==> config.mk <==
export PLATFORM = sky130hd
export DESIGN_NAME = signed_binary_to_decimal_ascii
export DESIGN_NICKNAME = d
export VERILOG_FILES = /design/src/sbda_pkg.sv /design/src/signed_binary_to_decimal_ascii.sv /design/src/sbda_cell.sv
export SDC_FILE = /design/constraint.sdc
export NUM_CORES = 1
export LEC_CHECK = 0
export ABC_AREA = 1
export CAP_MARGIN = 10
export CORE_MARGIN = 2
export CORE_UTILIZATION = 60
export CTS_BUF_LIST = sky130_fd_sc_hd__clkbuf_16
export DETAILED_ROUTE_END_ITERATION = 8
export DONT_BUFFER_PORTS = 1
export PLACE_DENSITY = 0.78
export SLEW_MARGIN = 10
export SYNTH_ARGS = -nofsm -noshare
export SYNTH_HDL_FRONTEND = slang
export SYNTH_SLANG_ARGS = --single-unit
==> constraint.sdc <==
create_clock -name clk -period 2.7 [get_ports clk]
set_input_delay 0.135 -clock clk [delete_from_list [all_inputs] [get_ports clk]]
set_output_delay 0.135 -clock clk [all_outputs]
set_load 0.1 [all_outputs]
==> src/sbda_pkg.sv <==
// Shared types and constants for the signed binary to decimal ASCII converter.
`timescale 1ns / 1ps
`default_nettype none
package sbda_pkg;

	localparam int DIGIT_W = 4;

	localparam logic [7:0] CHAR_ZERO  = 8'd48;
	localparam logic [7:0] CHAR_MINUS = 8'd45;

	localparam logic [DIGIT_W-1:0] DABBLE_LIMIT = 4'd5;
	localparam logic [DIGIT_W-1:0] DABBLE_ADD   = 4'd3;

	typedef struct packed {
		logic clear;
		logic dabble;
		logic shift;
	} sbda_cmd_t;

	typedef enum logic [4:0] {
		ST_IDLE = 5'b00001,
		ST_CONV = 5'b00010,
		ST_SKIP = 5'b00100,
		ST_SIGN = 5'b01000,
		ST_EMIT = 5'b10000
	} sbda_state_t;

endpackage
`default_nettype wire

==> src/signed_binary_to_decimal_ascii.sv <==
// Top level: signed integer to decimal ASCII text, one character per beat.
// After the accepting edge the magnitude is shifted bit-serially through the
// shift-add-3 digit chain, then leading zero digits are shifted out (at least
// one digit is kept), a minus sign is emitted if negative, then the digits,
// most significant first. A new value is accepted only when idle, after the last character.
// Reset clears the controller to idle; the receiver cannot stall the output.
`timescale 1ns / 1ps
`default_nettype none
module signed_binary_to_decimal_ascii
	import sbda_pkg::*;
#(
	parameter int VALUE_WIDTH = 32
) (
	input  wire logic                   clk,
	input  wire logic                   arst_n,
	input  wire logic                   start,
	output logic                        busy,
	input  wire logic [VALUE_WIDTH-1:0] value,
	output logic                        text_valid,
	output logic [7:0]                  text_char,
	output logic                        last_char
);

	localparam int NDIG  = ((VALUE_WIDTH - 1) * 30103) / 100000 + 1;
	localparam int CNT_W = $clog2(VALUE_WIDTH + 1);
	localparam int REM_W = $clog2(NDIG + 1);

	sbda_state_t            state_q, state_d;
	logic [VALUE_WIDTH-1:0] mag_q;
	logic                   neg_q;
	logic [CNT_W-1:0]       cnt_q;
	logic [REM_W-1:0]       rem_q;
	logic                   accept;
	logic                   rem_one;
	sbda_cmd_t              cmd;

	logic [DIGIT_W-1:0] dig  [NDIG];
	logic               cout [NDIG];
	logic [DIGIT_W-1:0] top;

	assign accept  = start && (state_q == ST_IDLE);
	assign rem_one = (rem_q == REM_W'(1));
	assign top     = dig[NDIG-1];

	genvar gi;
	generate
		for (gi = 0; gi < NDIG; gi++) begin : g_cell
			if (gi == 0) begin : g_first
				sbda_cell u_cell (
					.clk      (clk),
					.cmd      (cmd),
					.bit_in   (mag_q[VALUE_WIDTH-1]),
					.digit_in ('0),
					.bit_out  (cout[gi]),
					.digit    (dig[gi])
				);
			end else begin : g_rest
				sbda_cell u_cell (
					.clk      (clk),
					.cmd      (cmd),
					.bit_in   (cout[gi-1]),
					.digit_in (dig[gi-1]),
					.bit_out  (cout[gi]),
					.digit    (dig[gi])
				);
			end
		end
	endgenerate

	always_comb begin
		state_d    = state_q;
		cmd.clear  = 1'b0;
		cmd.dabble = 1'b0;
		cmd.shift  = 1'b0;
		case (state_q)
			ST_IDLE: begin
				if (start) begin
					cmd.clear = 1'b1;
					state_d   = ST_CONV;
				end
			end
			ST_CONV: begin
				cmd.dabble = 1'b1;
				if (cnt_q == CNT_W'(1)) begin
					state_d = ST_SKIP;
				end
			end
			ST_SKIP: begin
				if ((top == '0) && !rem_one) begin
					cmd.shift = 1'b1;
				end else begin
					state_d = neg_q ? ST_SIGN : ST_EMIT;
				end
			end
			ST_SIGN: begin
				state_d = ST_EMIT;
			end
			ST_EMIT: begin
				cmd.shift = 1'b1;
				if (rem_one) begin
					state_d = ST_IDLE;
				end
			end
			default: begin
				state_d = ST_IDLE;
			end
		endcase
	end

	always_ff @(posedge clk or negedge arst_n) begin
		if (!arst_n) begin
			state_q <= ST_IDLE;
		end else begin
			state_q <= state_d;
		end
	end

	always_ff @(posedge clk) begin
		if (accept) begin
			neg_q <= value[VALUE_WIDTH-1];
			mag_q <= value[VALUE_WIDTH-1] ? (~value + VALUE_WIDTH'(1)) : value;
			cnt_q <= CNT_W'(VALUE_WIDTH);
			rem_q <= REM_W'(NDIG);
		end else begin
			if (cmd.dabble) begin
				mag_q <= {mag_q[VALUE_WIDTH-2:0], 1'b0};
				cnt_q <= cnt_q - CNT_W'(1);
			end
			if (cmd.shift) begin
				rem_q <= rem_q - REM_W'(1);
			end
		end
	end

	assign busy       = (state_q != ST_IDLE);
	assign text_valid = (state_q == ST_SIGN) || (state_q == ST_EMIT);
	assign text_char  = (state_q == ST_EMIT) ? (CHAR_ZERO + {4'b0000, top}) : CHAR_MINUS;
	assign last_char  = (state_q == ST_EMIT) && rem_one;

	a_valid_busy: assert property (@(posedge clk) disable iff (!arst_n)
		text_valid |-> busy)
		else $error("text beat outside a conversion");

	a_last_valid: assert property (@(posedge clk) disable iff (!arst_n)
		last_char |-> text_valid)
		else $error("last flag without a text beat");

	a_last_idle: assert property (@(posedge clk) disable iff (!arst_n)
		(text_valid && last_char) |=> !busy)
		else $error("still busy after the last character");

	a_start_conv: assert property (@(posedge clk) disable iff (!arst_n)
		(start && !busy) |=> (busy && !text_valid))
		else $error("accepted item did not enter conversion");

endmodule
`default_nettype wire

==> src/sbda_cell.sv <==
// One decimal digit cell of the shift-add-3 chain.
`timescale 1ns / 1ps
`default_nettype none
module sbda_cell
	import sbda_pkg::*;
(
	input  wire logic               clk,
	input  wire sbda_cmd_t          cmd,
	input  wire logic               bit_in,
	input  wire logic [DIGIT_W-1:0] digit_in,
	output logic                    bit_out,
	output logic [DIGIT_W-1:0]      digit
);

	logic [DIGIT_W-1:0] digit_q;
	logic [DIGIT_W-1:0] adj;

	assign adj     = (digit_q >= DABBLE_LIMIT) ? (digit_q + DABBLE_ADD) : digit_q;
	assign bit_out = adj[DIGIT_W-1];
	assign digit   = digit_q;

	always_ff @(posedge clk) begin
		if (cmd.clear) begin
			digit_q <= '0;
		end else if (cmd.dabble) begin
			digit_q <= {adj[DIGIT_W-2:0], bit_in};
		end else if (cmd.shift) begin
			digit_q <= digit_in;
		end
	end

endmodule
`default_nettype wire

# [After elaboration in Yosys (flattened, before gate mapping)]
# Index checks and enable logic that the tools add are counted.
[word_totals] wordCells=106 regBits=88 out_inout_bits=11
[op_classes] muxes=45 n_reduce_logical=9 n_addsub=14 bitwise=1 order_cmp=10 n_eq_ne=12
[ops] cell="2-to-1 mux 4 bit" n=29
[ops] cell="2-to-1 mux 32 bit" n=3
[ops] cell=">= comparator 4 x 3 -> 1 bit, second input constant" n=10
[ops] cell="adder 4 x 2 -> 4 bit, second input constant" n=9
[ops] cell="adder 32 x 1 -> 32 bit, second input constant" n=1
[ops] cell="inverter 32 bit" n=1
[ops] cell="2-to-1 mux 5 bit" n=5
[ops] cell="one-hot mux 5 bit (5 select lines)" n=1
[ops] cell="!= test 2 bit, second input constant" n=4
[ops] cell="adder 6 x 4 -> 7 bit, first input constant" n=1
[ops] cell="2-to-1 mux 7 bit" n=1
[ops] cell="equality test 6 x 1 -> 1 bit, second input constant" n=1
[ops] cell="subtractor 6 x 1 -> 6 bit, second input constant" n=1
[ops] cell="equality test 5 x 1 -> 1 bit, second input constant" n=1
[ops] cell="equality test 5 x 2 -> 1 bit, second input constant" n=1
[ops] cell="equality test 5 x 3 -> 1 bit, second input constant" n=1
[ops] cell="equality test 5 x 4 -> 1 bit, second input constant" n=1
[ops] cell="equality test 5 bit, second input constant" n=1
[ops] cell="!= test 5 x 1 -> 1 bit, second input constant" n=1
[ops] cell="equality test 4 x 1 -> 1 bit, second input constant" n=1
[ops] cell="zero test 4 bit" n=1
[ops] cell="2-to-1 mux 1 bit" n=4
[ops] cell="AND reduction 4 bit" n=1
[ops] cell="nonzero test 2 bit" n=2
[ops] cell="other kinds (7)" n=9

# [Depth between registers and ports, before layout]
[depth] ltp_word=7 mapped_depth=11 depth_no_buf=10

# [Cells and area by module]
# A second synthesis with hierarchy kept.
[hier_totals] cells_unflattened=877 area_unflattened_um2=6114.6
[by_module_without_submodules] module="signed_binary_to_decimal_ascii" seq_area_each_um2=1317.5 cells_each=437 area_each_um2=3174.3 n_inst=1
[by_module_without_submodules] module="sbda_cell" seq_area_each_um2=80.1 cells_each=44 area_each_um2=294.0 n_inst=10

# [Worst setup path before layout]
# No wires, ideal clock.
[synth_path] kind="reg-to-output" from="register state_q[3]" to="output last_char" t_arrival_ns=3.171 stages_incl_launch_ff=7 required_ns=2.565 setup_slack_ns=-0.606 path_cell_list="dfrtp_1 -> inv_2 -> nand2_1 -> nor3_4 -> inv_2 -> clkbuf_1 -> nor2_1"
[synth_between] elab_chain_len=2
[synth_rtl] element="start: declaration" line_no="signed_binary_to_decimal_ascii.sv:28" source="sbda_state_t state_q, state_d;"
[synth_rtl] element="start signal: assignment" line_no="signed_binary_to_decimal_ascii.sv:114" source="state_q <= state_d;"
[synth_rtl] element="equality test 5 bit" line_no="signed_binary_to_decimal_ascii.sv:138" source="assign last_char = (state_q == ST_EMIT) && rem_one;"
[synth_rtl] element="logical AND 1 bit" line_no="signed_binary_to_decimal_ascii.sv:138"
[synth_rtl] element="end: declaration" line_no="signed_binary_to_decimal_ascii.sv:21" source="output logic last_char"
# No other way between the ends.

# [Worst setup path after layout]
[layout_path] from="register g_cell[9].g_rest.u_cell.digit_q[0]" to="register g_cell[0].g_first.u_cell.digit_q[0]"
[layout_between] elab_chain_len=5
[layout_rtl] element="start: declaration" line_no="sbda_cell.sv:15" source="logic [DIGIT_W-1:0] digit_q;"
[layout_rtl] element="start signal: assignment" line_no="sbda_cell.sv:26" source="digit_q <= {adj[DIGIT_W-2:0], bit_in};"
[layout_rtl] element="start signal: assignment" line_no="sbda_cell.sv:28" source="digit_q <= digit_in;"
[layout_rtl] element="zero test 4 bit" line_no="signed_binary_to_decimal_ascii.sv:89" source="if ((top == '0) && !rem_one) begin"
[layout_rtl] element="logical AND 1 bit" line_no="signed_binary_to_decimal_ascii.sv:89"
[layout_rtl] element="2-to-1 mux 1 bit" line_no="signed_binary_to_decimal_ascii.sv:89"
[layout_rtl] element="one-hot mux 1 bit (2 select lines)" line_no="signed_binary_to_decimal_ascii.sv:75" source="case (state_q)"
[layout_rtl] element="nonzero test 2 bit (no source line)"
[layout_rtl] element="end signal: assignment" line_no="sbda_cell.sv:26"
[layout_rtl] element="end signal: assignment" line_no="sbda_cell.sv:28"
[layout_rtl] element="end: declaration" line_no="sbda_cell.sv:15"
# No other way between the ends.
# A chain may end at the register's enable or synchronous reset.

==> results.txt <==
- DRC: 0
- Cell type with the largest total area after synthesis: dfxtp_1
- STA classifies the critical path startpoint as a flip-flop.
- Setup repair after global routing missed its margin: false
* Global routing usage summed across all routing layers: 26.70%
* Pleak: 2.696 nW
- For this run, the detailed router's first-pass iteration total came to 5.
- Number of clock buffers inserted by TritonCTS: 9
- Sum of routed wire length over all layers: 13.62 mm
* Total of buffers placed on input and output ports: 0
* Dpl cell area: 0.006023 mm2
- Count of vias placed by the detailed router: 5606
- The total overflow left after global routing is 0.
- First-pass GRT wire length: 22.55 mm
- Critical Path End Type: flip-flop
- For the pin with the worst max-slew slack, the measured transition is 0.7655 ns.
- The critical path ends at g_cell[0].g_first.u_cell.digit[0]$_SDFFE_PP0P_.
- Library cell contributing the largest single delay on the critical path: inv_2
- Sequential cell area fraction in the yosys report: 35.95%
* Flip-flop and latch count after synthesis: 88
- Launch point of the worst reg-to-reg path: g_cell[9].g_rest.u_cell.digit[0]$_SDFFE_PP0P_
- Last weighted congestion value of the routability-driven placer: 0.8852
- Area growth syn-to-layout: 7.751%
- Maximum single-stage delay on the critical path: 0.43 ns
* Total setup buffers inserted after CTS: 0
- Final hold vios: 0
- Via density per instance: 5.680
* Depth of the critical timing path with buffers and inverters included: 9
- Hold repair after CTS inserted 3 buffers.
- The worst setup path is of the flip-flop to flip-flop kind.
- Core outline area: 0.009639 mm2
* Share of the cycle needed by the critical path after routing: 82.55%
* Total non-filler cell area in the finished layout: 0.006349 mm2
- For flop-to-flop paths, the worst setup slack is 0.47 ns.
- In this run, the number of DRC markers left after iteration 0 of detailed routing was 347.
- Fraction of synthesized cell area taken by the top area cell type: 16.99%
- The clock passes through at most 2 buffers.
- Power spread over the standard cell area amounts to 1141 mW/mm2.
* Clock-pin slew reported for the worst setup and hold paths after clock tree synthesis: 0.06 ns
- Across the run, the number of max-cap violations was 0.
* Most frequent cell on the critical path: inv_2
- Vert. Die Dim: 103.1 um
* Number of resized instances in the post-cts repair step: 0
- For this run, the post-layout net count is 910.
- The flow ran to the end, and the final reports show no timing, DRC or antenna violations.
- The die covers 0.01063 mm2.
- The worst pin sits at a relative slew slack of 48.79%.
- Number of antenna cells inserted: 0
- Width of the die: 103.1 um
- Setup violators final: 0
* R2R cell count: 9
- Hold slack final: 0.05052 ns
* Maximum frequency from static timing analysis: 448.7 MHz
- Total power consumption of the routed design: 0.007245 W
- Measured on the finished design, the core utilization comes to 65.86%.
- Cell count after synthesis: 857
* Cell chain of the critical path: inv_1 > ha_1 > nand3_1 > nor2_1 > inv_2 > nand3_4 > inv_2 > nand2_1 > a21oi_1
- In this run the cell area of the synthesized design comes to 0.005892 mm2.
* Count of warnings emitted by yosys: 0
- Worst-skew pair later-pin latency: 0.34 ns
* Unique cell type count in the Yosys netlist: 36
- The final-report max-slew violation count came to 0.
- The H-tree was split into 3 levels.
- After floorplanning, the core was divided into 36 placement rows.
* WP data arrival: 2.49 ns
- TritonCTS built the clock tree.
- The number of global-route vias before repair was 5249.
- Hold WC Path Type: primary input to flip-flop
* Combined buffer and inverter count along the critical path: 3
- The clock net in this run drives a total of 88 sinks.
- Root buf cell: clkbuf_16
- Between clock sinks in the finished design, the worst skew comes to 0.008418 ns.
- Critical Path Source: g_cell[9].g_rest.u_cell.digit[0]$_SDFFE_PP0P_
- The smallest clock period supported by the final layout is computed as 2.229 ns.
- For the worst setup path, the data required time is 2.96 ns.
- Each instance of the synthesized netlist takes up on average 6.875 um2.
* Number of antenna violations at the first check in global routing: 0
- Largest fanout on the critical path: 25
* Remaining number of nets flagged by the antenna check after routing: 0
- Pin placement for this block handled 46 I/O pins.
- Pin count of the biggest net entering global routing: 75
- Max VDD drop: 0.5328 mV
- On the critical path the largest part of the delay comes from buffers and inverters.
- Dividing the detail-routed wire length by the instance count gives 13.80 um.
- Synth area leaders: dfxtp_1 (17%), edfxtp_1 (17%), nand2_1 (14%), nor2_1 (6.8%), o21ai_0 (6.5%)
- Reg-to-reg endpoint: g_cell[0].g_first.u_cell.digit[0]$_SDFFE_PP0P_
* Starting utilization of the core area: 61.12%
* Share of cells above drive strength 1: 6.440%
- Summed over all nets, the half-perimeter wirelength after detailed placement is 9.506 mm.
==> how the worst min path moves through the flow <==
| stage | from | cells past startpoint | slack (ns) | endpoint |
|---|---|---|---|---|
| after floorplan | arst_n | 0 | -0.16 | state_q[1]$_DFFE_PN0P_ |
| after global placement | arst_n | 0 | -0.16 | state_q[1]$_DFFE_PN0P_ |
| after detailed placement | arst_n | 0 | -0.16 | state_q[1]$_DFFE_PN0P_ |
| after CTS | value[16] | 3 | 0.04 | mag_q[16]$_DFFE_PP_ |
| after global routing | value[4] | 2 | 0.06 | mag_q[4]$_DFFE_PP_ |
| final | value[16] | 3 | 0.05 | mag_q[16]$_DFFE_PP_ |
==> placed cells by master, fill, tap and decap left out, types with 2 or more instances in the layout <==
master	Yosys	final
nand4_2	3	2
o21ai_1	25	25
xor2_1	14	14
nor3_1	5	5
dlygate4sd3_1	0	3
buf_4	4	10
o211ai_1	2	2
o22ai_1	3	3
a21oi_1	34	34
nand3_1	74	74
buf_12	0	4
inv_2	8	10
dfxtp_1	50	50
clkbuf_16	0	11
o21ai_0	77	77
nor2_1	107	104
edfxtp_1	33	33
ha_1	26	26
or2_2	7	7
conb_1	2	3
a31oi_1	2	2
nor2_4	2	3
a22oi_1	3	3
nand2_1	216	215
and2_1	2	2
nand4_1	34	34
xnor2_1	5	5
dfrtp_1	4	4
inv_1	76	78
nor2_2	0	2
==> where the power goes <==
group          total, W  switching [W]  internal [W]
clock network   0.00123       0.000508      0.000723
registers       0.00260       0.000422       0.00218
logic           0.00341        0.00227       0.00114
==> cell families (layout without fill, tap and decap cells) <==
family	count (synthesis)	count (layout)	share of synthesized area (%)
other	2	3	0.1275
AO/OA/AOI/OAI	147	147	12.85
adder cells (fa/ha/maj)	26	26	5.521
flip-flops	88	88	35.95
XOR/XNOR	19	19	2.824
buffers and inverters	121	117	9.046
AND/OR/NAND/NOR	454	454	33.68
==> state kept, by name, indices dropped and copies added (netlist names) <==
| signal | count |
|---|---|
| cnt_q | 6 |
| g_cell.g_first.u_cell.digit | 4 |
| g_cell.g_rest.u_cell.digit | 36 |
| mag_q | 32 |
| neg_q | 1 |
| rem_q | 4 |
| state_q | 5 |
==> final cells by class <==
type	count	area (um2)
tap	133	166.4
multi-input combinational	649	3268
inverter	84	315.3
clock buffer	11	275.3
fill	858	3291
timing repair buffer	17	185.2
sequential	88	2118
clock inverter	5	20.02
==> synthesized netlist by cell type, drive strengths merged <==
cell type and count:
nand2 216, nor2 109, o21ai 102, inv 84, nand3 75, dfxtp 50, nand4 37, a21oi 34
edfxtp 33, buf 27, ha 26, xor2 14, clkbuf 10, or2 7, nor3 6, xnor2 5
dfrtp 4, a22oi 3, o22ai 3, a31oi 2, and2 2, conb 2, o211ai 2, dfstp 1
nand3b 1, nor4 1, o31ai 1
==> worst register-to-register path, cell delays in order, from the launching register on <==
cell     delay [ns]
dfxtp_1        0.40
inv_1          0.11
ha_1           0.22
nand3_1        0.08
nor2_1         0.06
inv_2          0.25
nand3_4        0.32
inv_2          0.43
nand2_1        0.13
a21oi_1        0.15
==> through the flow <==
| stage | setup slack [ns] | instances | setup TNS (ns) |
|---|---|---|---|
| after CTS | 0.4673 | 987 | 0 |
| after global routing | 0.2174 | 987 | 0 |
| final | 0.4712 | 987 | 0 |
| after floorplan | -0.1586 | 858 | -0.3427 |
| after detailed placement | 0.5591 | 968 | 0 |
| after global placement | 0.6637 | 968 | 0 |
==> metal layers <==
metal	wire [um]	vias up	global-route usage (%)
li1	-	2819	-
met1	5922	2556	32.52
met2	6602	206	45.75
met3	777	25	4.000
met4	321	0	13.77
met5	0	-	0
Note: power is estimated with default switching activity, not from simulation.
